### config.mk
export PLATFORM = sky130hd
export DESIGN_NAME = randomized_set_table
export DESIGN_NICKNAME = d
export VERILOG_FILES = /design/src/rtl/rset_pkg.sv /design/src/rtl/rset_ram.sv /design/src/rtl/randomized_set_table.sv
export SDC_FILE = /design/constraint.sdc
export NUM_CORES = 2
export LEC_CHECK = 0
export BUFFER_PORTS_ARGS = -buffer_cell sky130_fd_sc_hd__buf_2
export CAP_MARGIN = 20
export CORE_MARGIN = 2
export CORE_UTILIZATION = 35
export DETAILED_ROUTE_END_ITERATION = 6
export PLACE_DENSITY = 0.48
export REMOVE_ABC_BUFFERS = 1
export SKIP_CTS_REPAIR_TIMING = 1
export SLEW_MARGIN = 40
export SYNTH_ARGS = -nofsm -noshare
export SYNTH_HDL_FRONTEND = slang
export SYNTH_SLANG_ARGS = --single-unit
### constraint.sdc
create_clock -name aclk -period 6.1 [get_ports aclk]
set_clock_uncertainty 0.1 [all_clocks]
set_input_delay 0.305 -clock aclk [delete_from_list [all_inputs] [get_ports aclk]]
set_output_delay 0.305 -clock aclk [all_outputs]
set_load 0.01 [all_outputs]
### src/rtl/rset_pkg.sv
// Package for the randomized set table: sizes, operation codes and status codes.
// Used by the top level and the testbench; depends on nothing.
`default_nettype none

package rset_pkg;

    localparam int DEPTH    = 64;
    localparam int ADDR_W   = $clog2(DEPTH);
    localparam int CNT_W    = $clog2(DEPTH + 1);
    localparam int VAL_W    = 32;
    localparam int DRAW_W   = 32;
    localparam int FUNC_W   = 2;
    localparam int STAT_W   = 2;
    localparam int MCOUNT_W = 7;
    localparam int S_DATA_W = 64;
    localparam int M_DATA_W = 48;

    typedef logic [FUNC_W-1:0] func_t;
    typedef logic [STAT_W-1:0] status_t;

    localparam func_t FUNC_INSERT = 2'd0;
    localparam func_t FUNC_ERASE  = 2'd1;
    localparam func_t FUNC_SAMPLE = 2'd2;
    localparam func_t FUNC_NONE   = 2'd3;

    localparam status_t STAT_DONE  = 2'd0;
    localparam status_t STAT_MISS  = 2'd1;
    localparam status_t STAT_FULL  = 2'd2;
    localparam status_t STAT_EMPTY = 2'd3;

endpackage

`default_nettype wire

### src/rtl/rset_ram.sv
// Generic single-write, single-read RAM with a registered read port.
// Stands alone; holds the slot values of the randomized set table.
`default_nettype none

module rset_ram #(
    parameter int WIDTH = 32,
    parameter int DEPTH = 64
) (
    input  wire logic                     aclk,
    input  wire logic                     we,
    input  wire logic [$clog2(DEPTH)-1:0] waddr,
    input  wire logic [WIDTH-1:0]         wdata,
    input  wire logic [$clog2(DEPTH)-1:0] raddr,
    output logic      [WIDTH-1:0]         rdata
);

    logic [WIDTH-1:0] mem [DEPTH];

    always_ff @(posedge aclk) begin
        if (we) begin
            mem[waddr] <= wdata;
        end
        rdata <= mem[raddr];
    end

endmodule

`default_nettype wire

### src/rtl/randomized_set_table.sv
// Top level of the randomized set table: sequencer, sample multiplier and slot RAM.
// Depends on rset_pkg and rset_ram.
//
// Usage:
//   Input channel s_*: s_tuser carries the operation (insert, erase, sample),
//   s_tdata carries the value and the random draw. Each accepted item gives
//   exactly one result item on m_*: status, sampled member and member count.
//   Insert and erase scan the occupied slots one a cycle through the single
//   RAM read port, with a comparator on the registered read data; an erase
//   that hits then reads the last slot and writes it into the hole. Sample
//   steps through the draw * count multiply, the RAM read and the capture of
//   the read data; an unused operation goes straight to the result. Only one
//   item is in work at a time; s_tready is high while the sequencer is idle.
//   The result sits in an output register; a new item is accepted while it
//   waits, and the sequencer holds a finished result until the register frees.
//   Reset empties the set at once (count to zero); slot contents are not
//   cleared, since only occupied slots are ever read.
`default_nettype none

module randomized_set_table (
    input  wire logic                         aclk,
    input  wire logic                         aresetn,
    input  wire logic                         s_tvalid,
    output logic                              s_tready,
    // [31:0] value, [63:32] rand_draw
    input  wire logic [rset_pkg::S_DATA_W-1:0] s_tdata,
    // [1:0] func
    input  wire logic [rset_pkg::FUNC_W-1:0]  s_tuser,
    output logic                              m_tvalid,
    input  wire logic                         m_tready,
    // [1:0] status, [33:2] sample_value, [40:34] member_count, [47:41] zero
    output logic      [rset_pkg::M_DATA_W-1:0] m_tdata
);
    import rset_pkg::*;

    typedef enum logic [2:0] {
        ST_IDLE,
        ST_SCAN,
        ST_ERASE_RD,
        ST_ERASE_WR,
        ST_MUL,
        ST_SMP_RD,
        ST_SMP_CAP,
        ST_RESP
    } state_t;

    localparam int PROD_W = DRAW_W + CNT_W;

    state_t             state_reg, state_next;
    func_t              func_reg, func_next;
    logic [VAL_W-1:0]   value_reg, value_next;
    logic [DRAW_W-1:0]  draw_reg, draw_next;
    logic [CNT_W-1:0]   count_reg, count_next;
    logic [CNT_W-1:0]   issue_reg, issue_next;
    logic               pend_reg, pend_next;
    logic [ADDR_W-1:0]  pend_idx_reg, pend_idx_next;
    logic [ADDR_W-1:0]  pos_reg, pos_next;
    status_t            res_status_reg, res_status_next;
    logic [VAL_W-1:0]   res_sample_reg, res_sample_next;
    logic               m_tvalid_reg, m_tvalid_next;
    logic [M_DATA_W-1:0] m_tdata_reg, m_tdata_next;

    logic               ram_we;
    logic [ADDR_W-1:0]  ram_waddr;
    logic [VAL_W-1:0]   ram_wdata;
    logic [ADDR_W-1:0]  ram_raddr;
    logic [VAL_W-1:0]   ram_rdata;

    logic [CNT_W-1:0]   last_idx;
    logic [PROD_W-1:0]  prod;
    logic               hit;
    logic               out_free;

    rset_ram #(
        .WIDTH(VAL_W),
        .DEPTH(DEPTH)
    ) u_slots (
        .aclk  (aclk),
        .we    (ram_we),
        .waddr (ram_waddr),
        .wdata (ram_wdata),
        .raddr (ram_raddr),
        .rdata (ram_rdata)
    );

    assign last_idx = count_reg - CNT_W'(1);
    assign prod     = PROD_W'(draw_reg) * PROD_W'(count_reg);
    assign hit      = pend_reg && (ram_rdata == value_reg);
    assign out_free = !m_tvalid_reg || m_tready;

    assign s_tready = (state_reg == ST_IDLE);
    assign m_tvalid = m_tvalid_reg;
    assign m_tdata  = m_tdata_reg;

    always_comb begin
        state_next      = state_reg;
        func_next       = func_reg;
        value_next      = value_reg;
        draw_next       = draw_reg;
        count_next      = count_reg;
        issue_next      = issue_reg;
        pend_next       = pend_reg;
        pend_idx_next   = pend_idx_reg;
        pos_next        = pos_reg;
        res_status_next = res_status_reg;
        res_sample_next = res_sample_reg;
        m_tvalid_next   = m_tvalid_reg;
        m_tdata_next    = m_tdata_reg;
        ram_we          = 1'b0;
        ram_waddr       = pend_idx_reg;
        ram_wdata       = value_reg;
        ram_raddr       = issue_reg[ADDR_W-1:0];

        if (m_tvalid_reg && m_tready) begin
            m_tvalid_next = 1'b0;
        end

        unique case (state_reg)
            ST_IDLE: begin
                if (s_tvalid) begin
                    func_next       = s_tuser;
                    value_next      = s_tdata[VAL_W-1:0];
                    draw_next       = s_tdata[VAL_W +: DRAW_W];
                    issue_next      = '0;
                    pend_next       = 1'b0;
                    res_status_next = STAT_DONE;
                    res_sample_next = '0;
                    unique case (s_tuser)
                        FUNC_INSERT, FUNC_ERASE: state_next = ST_SCAN;
                        FUNC_SAMPLE: begin
                            if (count_reg == '0) begin
                                res_status_next = STAT_EMPTY;
                                state_next      = ST_RESP;
                            end else begin
                                state_next = ST_MUL;
                            end
                        end
                        default: state_next = ST_RESP;
                    endcase
                end
            end

            ST_SCAN: begin
                if (hit) begin
                    // member found: insert misses, erase fills the hole from the last slot
                    pend_next = 1'b0;
                    if (func_reg == FUNC_INSERT) begin
                        res_status_next = STAT_MISS;
                        state_next      = ST_RESP;
                    end else begin
                        pos_next   = pend_idx_reg;
                        state_next = ST_ERASE_RD;
                    end
                end else if (issue_reg < count_reg) begin
                    pend_next     = 1'b1;
                    pend_idx_next = issue_reg[ADDR_W-1:0];
                    issue_next    = issue_reg + CNT_W'(1);
                end else begin
                    pend_next  = 1'b0;
                    state_next = ST_RESP;
                    if (func_reg == FUNC_ERASE) begin
                        res_status_next = STAT_MISS;
                    end else if (count_reg == CNT_W'(DEPTH)) begin
                        res_status_next = STAT_FULL;
                    end else begin
                        ram_we     = 1'b1;
                        ram_waddr  = count_reg[ADDR_W-1:0];
                        count_next = count_reg + CNT_W'(1);
                    end
                end
            end

            ST_ERASE_RD: begin
                ram_raddr  = last_idx[ADDR_W-1:0];
                state_next = ST_ERASE_WR;
            end

            ST_ERASE_WR: begin
                ram_we     = 1'b1;
                ram_waddr  = pos_reg;
                ram_wdata  = ram_rdata;
                count_next = last_idx;
                state_next = ST_RESP;
            end

            ST_MUL: begin
                pos_next   = prod[DRAW_W +: ADDR_W];
                state_next = ST_SMP_RD;
            end

            ST_SMP_RD: begin
                ram_raddr  = pos_reg;
                state_next = ST_SMP_CAP;
            end

            ST_SMP_CAP: begin
                res_sample_next = ram_rdata;
                state_next      = ST_RESP;
            end

            ST_RESP: begin
                // hold the result until the output register frees
                if (out_free) begin
                    m_tvalid_next = 1'b1;
                    m_tdata_next  = {
                        (M_DATA_W - STAT_W - VAL_W - MCOUNT_W)'(0),
                        MCOUNT_W'(count_reg),
                        res_sample_reg,
                        res_status_reg
                    };
                    state_next    = ST_IDLE;
                end
            end

            default: state_next = ST_IDLE;
        endcase
    end

    always_ff @(posedge aclk) begin
        if (!aresetn) begin
            state_reg    <= ST_IDLE;
            count_reg    <= '0;
            pend_reg     <= 1'b0;
            m_tvalid_reg <= 1'b0;
        end else begin
            state_reg    <= state_next;
            count_reg    <= count_next;
            pend_reg     <= pend_next;
            m_tvalid_reg <= m_tvalid_next;
        end
        func_reg       <= func_next;
        value_reg      <= value_next;
        draw_reg       <= draw_next;
        issue_reg      <= issue_next;
        pend_idx_reg   <= pend_idx_next;
        pos_reg        <= pos_next;
        res_status_reg <= res_status_next;
        res_sample_reg <= res_sample_next;
        m_tdata_reg    <= m_tdata_next;
    end

endmodule

`default_nettype wire

Word-level counts from Yosys, hierarchy flattened

Memory sizes are Yosys's and may differ from the RTL's. A register that Yosys moved wholly into a read port is not among the register bits.
Index checks and enable logic that the tools add are counted.
Widths: inputs -> output; s select.

Add/sub/neg operators: 3
Multiply operators: 1
$lt $le $gt $ge: 1
Eq/ne operators: 24
Muxes and demuxes: 52
Bitwise logic cells: 1
Reductions and logical operators: 24

Operators with widths:

| kind                | number |
|---|---|
| $mux 32             | 2 |
| $pmux 32 s2         | 1 |
| $mux 7              | 7 |
| $mul 32x7->38       | 1 |
| $mux 6              | 6 |
| $pmux 6 s2          | 3 |
| $eq 32x32->1        | 1 |
| $pmux 7 s2          | 2 |
| $pmux 3 s7          | 1 |
| $mux 2              | 9 |
| $ne 2x2->1 const B  | 9 |
| $mux 3              | 5 |
| $add 7x1->7 const B | 2 |
| $eq 3x3->1 const B  | 4 |
| $mux 1              | 12 |
| $reduce_and 5->1    | 2 |
| $reduce_and 3->1    | 3 |
| $reduce_and 2->1    | 4 |
| $reduce_bool 2->1   | 4 |
| $eq 7x7->1 const B  | 1 |
| $logic_not 7->1     | 1 |
| $lt 7x7->1          | 1 |
| $sub 7x1->7 const B | 1 |
| $eq 3x2->1 const B  | 2 |
| other kinds (16)    | 22 |

Bits in registers: 172
Memory bits (writable): 2048
Input port bits: 70
Output and inout bits: 50
Memories: 1

Memories:

| name        | depth | bits a word | rd ports | clocked after memory_dff | wr ports | line           | text |
|---|---|---|---|---|---|---|---|
| u_slots.mem | 64    | 32          | 1        | 1                        | 1        | rset_ram.sv:17 | `logic [WIDTH-1:0] mem [DEPTH];` |

Depth between registers and ports, before layout

Depth in word-level cells: 8
Mapped depth: 21
Gate-level depth less buffers: 19

Hierarchy

A second synthesis with hierarchy kept.

Cells, all modules: 4639
Area, all modules: 92263.5 um^2

By module, submodules not included:

| module               | times used | cells each | area each (um^2) |
|---|---|---|---|
| rset_ram             | 1          | 3324       | 78515.3 |
| randomized_set_table | 1          | 1315       | 13748.2 |

Worst setup path after synthesis

No wires, ideal clock.

Path type: reg-to-reg
Start: register count_reg[2]
End: register pos_reg[4] (data pin)
Setup time: 0.269 ns
Arrival: 4.684 ns
Required time: 5.731 ns
Slack: 1.047 ns
Cell stages (with the launch flop): 21
Path buffers: 2
Clock period less this slack: 5.053 ns
Cell sequence: dfxtp_1 > clkbuf_1 > clkbuf_1 > nand2_1 > fa_1 > fa_1 > inv_1 > fa_1 > inv_1 > fa_1 > inv_1 > ha_1 > nand4_1 > nor4_1 > o211ai_1 > o211ai_1 > nand4_1 > nand4b_1 > a21oi_1 > xor2_1 > o21ai_0

Word-level cells in the longest chain between the ends: 2

RTL lines:

| element                  | line                        | text |
|---|---|---|
| start: declaration       | randomized_set_table.sv:53  | `logic [CNT_W-1:0] count_reg, count_next;` |
| start signal: assignment | randomized_set_table.sv:227 | `count_reg <= count_next;` |
| $mul 32x7->38            | randomized_set_table.sv:87  | `assign prod = PROD_W'(draw_reg) * PROD_W'(count_reg);` |
| $pmux 6 s2               | randomized_set_table.sv:118 | `unique case (state_reg)` |
| via pos_next[4]          | randomized_set_table.sv:57  | `logic [ADDR_W-1:0] pos_reg, pos_next;` |
| end signal: assignment   | randomized_set_table.sv:236 | `pos_reg <= pos_next;` |
| end: declaration         | randomized_set_table.sv:57  |  |

The timed path passes the listed nets, and every way through them passes these cells.
A chain may end at the register's enable or synchronous reset.

Worst setup path in the final report

Start: register count_reg[4]
End: register pos_reg[5] (data pin)

Same word-level chain as after synthesis.

==> impl_metrics.py <==
metrics = {
    "outcome": {
        "status": "finished, final reports clean",
    },
    "synthesis": {
        "synth_area_leaders": "edfxtp_1 71%, mux4_2 8.3%, nand2_1 3.6%",
        "synth_area_um2": 92800,
        "synth_top_area_cell": "edfxtp_1",
        "ys.flop_type": "edfxtp_1",
        "synth_seq_cells": 2252,
        "synth_edf_count": 2208,
        "async_reset_ff_share_pct": 0,
        "ys_top_cells_by_count": "2208 x edfxtp_1, 890 x nand2_1, 344 x mux4_2, 228 x nand3_1, 209 x and2_1",
        "yosysMostFrequentCell": "edfxtp_1",
        "synth_cells": 5508,
        "synth_area_per_cell_um2": 16.8,
        "ys_seq_area_share_pct": 72.4,
        "synth_top_area_share_pct": 71.5,
        "ys_warn_count": 0,
        "synth.distinct_cells": 79,
    },
    "route": {
        "wl_per_cell_um": 29.9,
        "drt-pass1-iter-count": 6,
        "viasPerCell": 5.37,
        "drcViolationCount": 0,
        "vias": 52100,
        "ant_nets": 0,
        "drt_wl_total_um": 290000,
        "drtIter0Drc": 5415,
    },
    "grt": {
        "grt-ovfl-total": 0,
        "antenna_found_initial": 1,
        "grt_pass1_wl_um": 409000,
        "grt_start_max_net_pins": 107,
        "grt_pass1_vias": 52500,
        "gr-usage-all-layers_pct": 21.2,
    },
    "timing": {
        "setup_ws_ns": 0.528,
        "relSlewSlack_pct": 41.0,
        "layout_min_cycle_time_ns": 5.57,
        "post-route-period-util_pct": 91.3,
        "slew_viol_final": 0,
        "finalHoldViolations": 0,
        "max_freq_mhz": 179,
        "tns_ns": 0,
        "setup_violations": 0,
        "worst_hold_slack_ns": 0.0166,
        "rsz0062_at_grt": "false",
        "worst_pin_slew_ns": 0.881,
    },
    "worst_setup_path": {
        "critPathMaxFanout": 16,
        "worstPathRequired_ns": 6.60,
        "crit_top_cell": "fa_1",
        "cpPeakStageDelay_ns": 0.63,
        "worstSetupStartpointType": "flip-flop",
        "crit_slowest_cell": "dfxtp_1",
        "end_kind": "flip-flop",
        "worst-setup-path-type": "reg -> reg",
        "worstPathArrival_ns": 6.07,
        "crit_chain": "buf_4 -> and2_1 -> fa_1 -> fa_1 -> fa_1 -> inv_1 -> fa_1 -> inv_1 -> ha_1 -> a211oi_1 -> o21ai_0 -> a311oi_1 -> o211ai_1 -> buf_4 -> nand4_1 -> nand4b_1 -> o31ai_1 -> xnor2_1 -> o21ai_0",
        "path_buf_inv": 4,
        "critPathTopFamily": "adder cells",
        "reg2reg_slack_ns": 0.53,
    },
    "clock_tree": {
        "cts.sinks": 2252,
        "path_clk_slew_ns": 0.06,
        "cts_tree": "yes",
        "cts_inserted_buffers": 238,
        "clock_path_buffers": 4,
        "cts_root_buf": "clkbuf_16",
        "htree_levels": 4,
        "clk_latency_ns": 0.91,
    },
    "placed_design": {
        "place_ws_ns": 0.403,
        "place_congestion": 0.830,
        "place_area_um2": 101000,
        "numPlacedInstances": 9197,
        "hpwl_um": 174000,
        "place.port_buffers": 112,
    },
    "die": {
        "placeableCoreArea_um2": 264000,
        "dieArea_um2": 269000,
        "die_w_um": 519,
        "num_io_pins": 120,
        "start_util_pct": 35.1,
        "row_count": 189,
        "die_height_um": 519,
    },
    "run": {
        "drv_cap": 0,
    },
    "layout": {
        "largest_reg_flops": 2048,
        "drive_gt1_share_pct": 20.5,
        "finalInstanceArea_um2": 109000,
        "final_util_pct": 41.3,
        "synthToLayoutAreaGrowth_pct": 17.7,
        "fin_cells": 9704,
        "fin_nets": 6258,
    },
    "power": {
        "p_per_area_nw_per_um2": 534,
        "leakage_nw": 36.7,
        "power_mw": 58.3,
        "worst_ir_drop_vdd_mv": 0.503,
    },
    "worst_hold_path": {
        "min_path_type": "in -> reg",
    },
}
==> power by group <==
part | leakage, nW | internal, mW | switching (mW)
sequential | 20.3 | 19.1 | 0.530
clock | 3.64 | 8.09 | 6.06
combinational | 12.7 | 8.50 | 16.0
==> cells in the final DEF, fill, tap and decap left out, types with 46 or more instances in the layout <==
cell type,n
a21oi_1,88
buf_2,112
clkbuf_16,241
buf_12,106
nand4_1,47
nor2_1,92
ha_1,62
mux4_2,344
clkinv_1,46
fa_1,147
and2_1,209
a31oi_1,53
buf_4,228
nand3_1,228
edfxtp_1,2208
clkbuf_1,49
nand2_1,857
inv_1,152
dlygate4sd3_1,75
nor2_4,72
a32oi_1,78
mux2i_1,111
==> final cells by class <==
type | count | area [um2]
fillers | 23800 | 155000
diodes | 4 | 10.0
multi-input cells | 2810 | 24400
inverters | 154 | 581
clock buffers | 301 | 6370
flip-flops and latches | 2252 | 67200
well taps | 3533 | 4420
repair buffers | 523 | 5170
clock inverters | 127 | 1110
==> worst reg2reg max path: stages, from the launching register on <==
cell and delay (ns):
dfxtp_1 0.63, buf_4 0.33, and2_1 0.20, fa_1 0.42, fa_1 0.46, fa_1 0.49
inv_1 0.06, fa_1 0.47, inv_1 0.04, ha_1 0.29, a211oi_1 0.27, o21ai_0 0.24
a311oi_1 0.29, o211ai_1 0.13, buf_4 0.17, nand4_1 0.08, nand4b_1 0.16, o31ai_1 0.27
xnor2_1 0.16, o21ai_0 0.09
==> kinds of logic (layout without fill, tap and decap cells) <==
family	Yosys count	after routing	synth area share [%]
DFF	2252	2252	72.4
and+or+nand+nor	1636	1636	7.85
muxes	456	456	9.56
buffers and inverters	452	1105	2.24
AOI/OAI and AO/OA	446	446	3.41
adders and majority gates	209	209	4.01
xor gates and xnor gates	56	56	0.529
other	1	11	0.00404
==> per-layer routing <==
metal | GRT usage (%) | part of all wire [%]
met1 | 29.4 | 43
met2 | 35.2 | 49
met3 | 2.49 | 5.2
met4 | 6.20 | 3.1
met5 | 0 | 0
==> worst paths after layout <==
check,cells after the start,start,endpoint
worst max-delay path,19,count_reg[4],pos_reg[5]
worst min-delay path,2,s_tdata[6],value_reg[6]
worst max register to register,19,count_reg[4],pos_reg[5]
worst min register to register,0,res_sample_reg[14],m_tdata[16]
(Power assumes the default switching activity.)
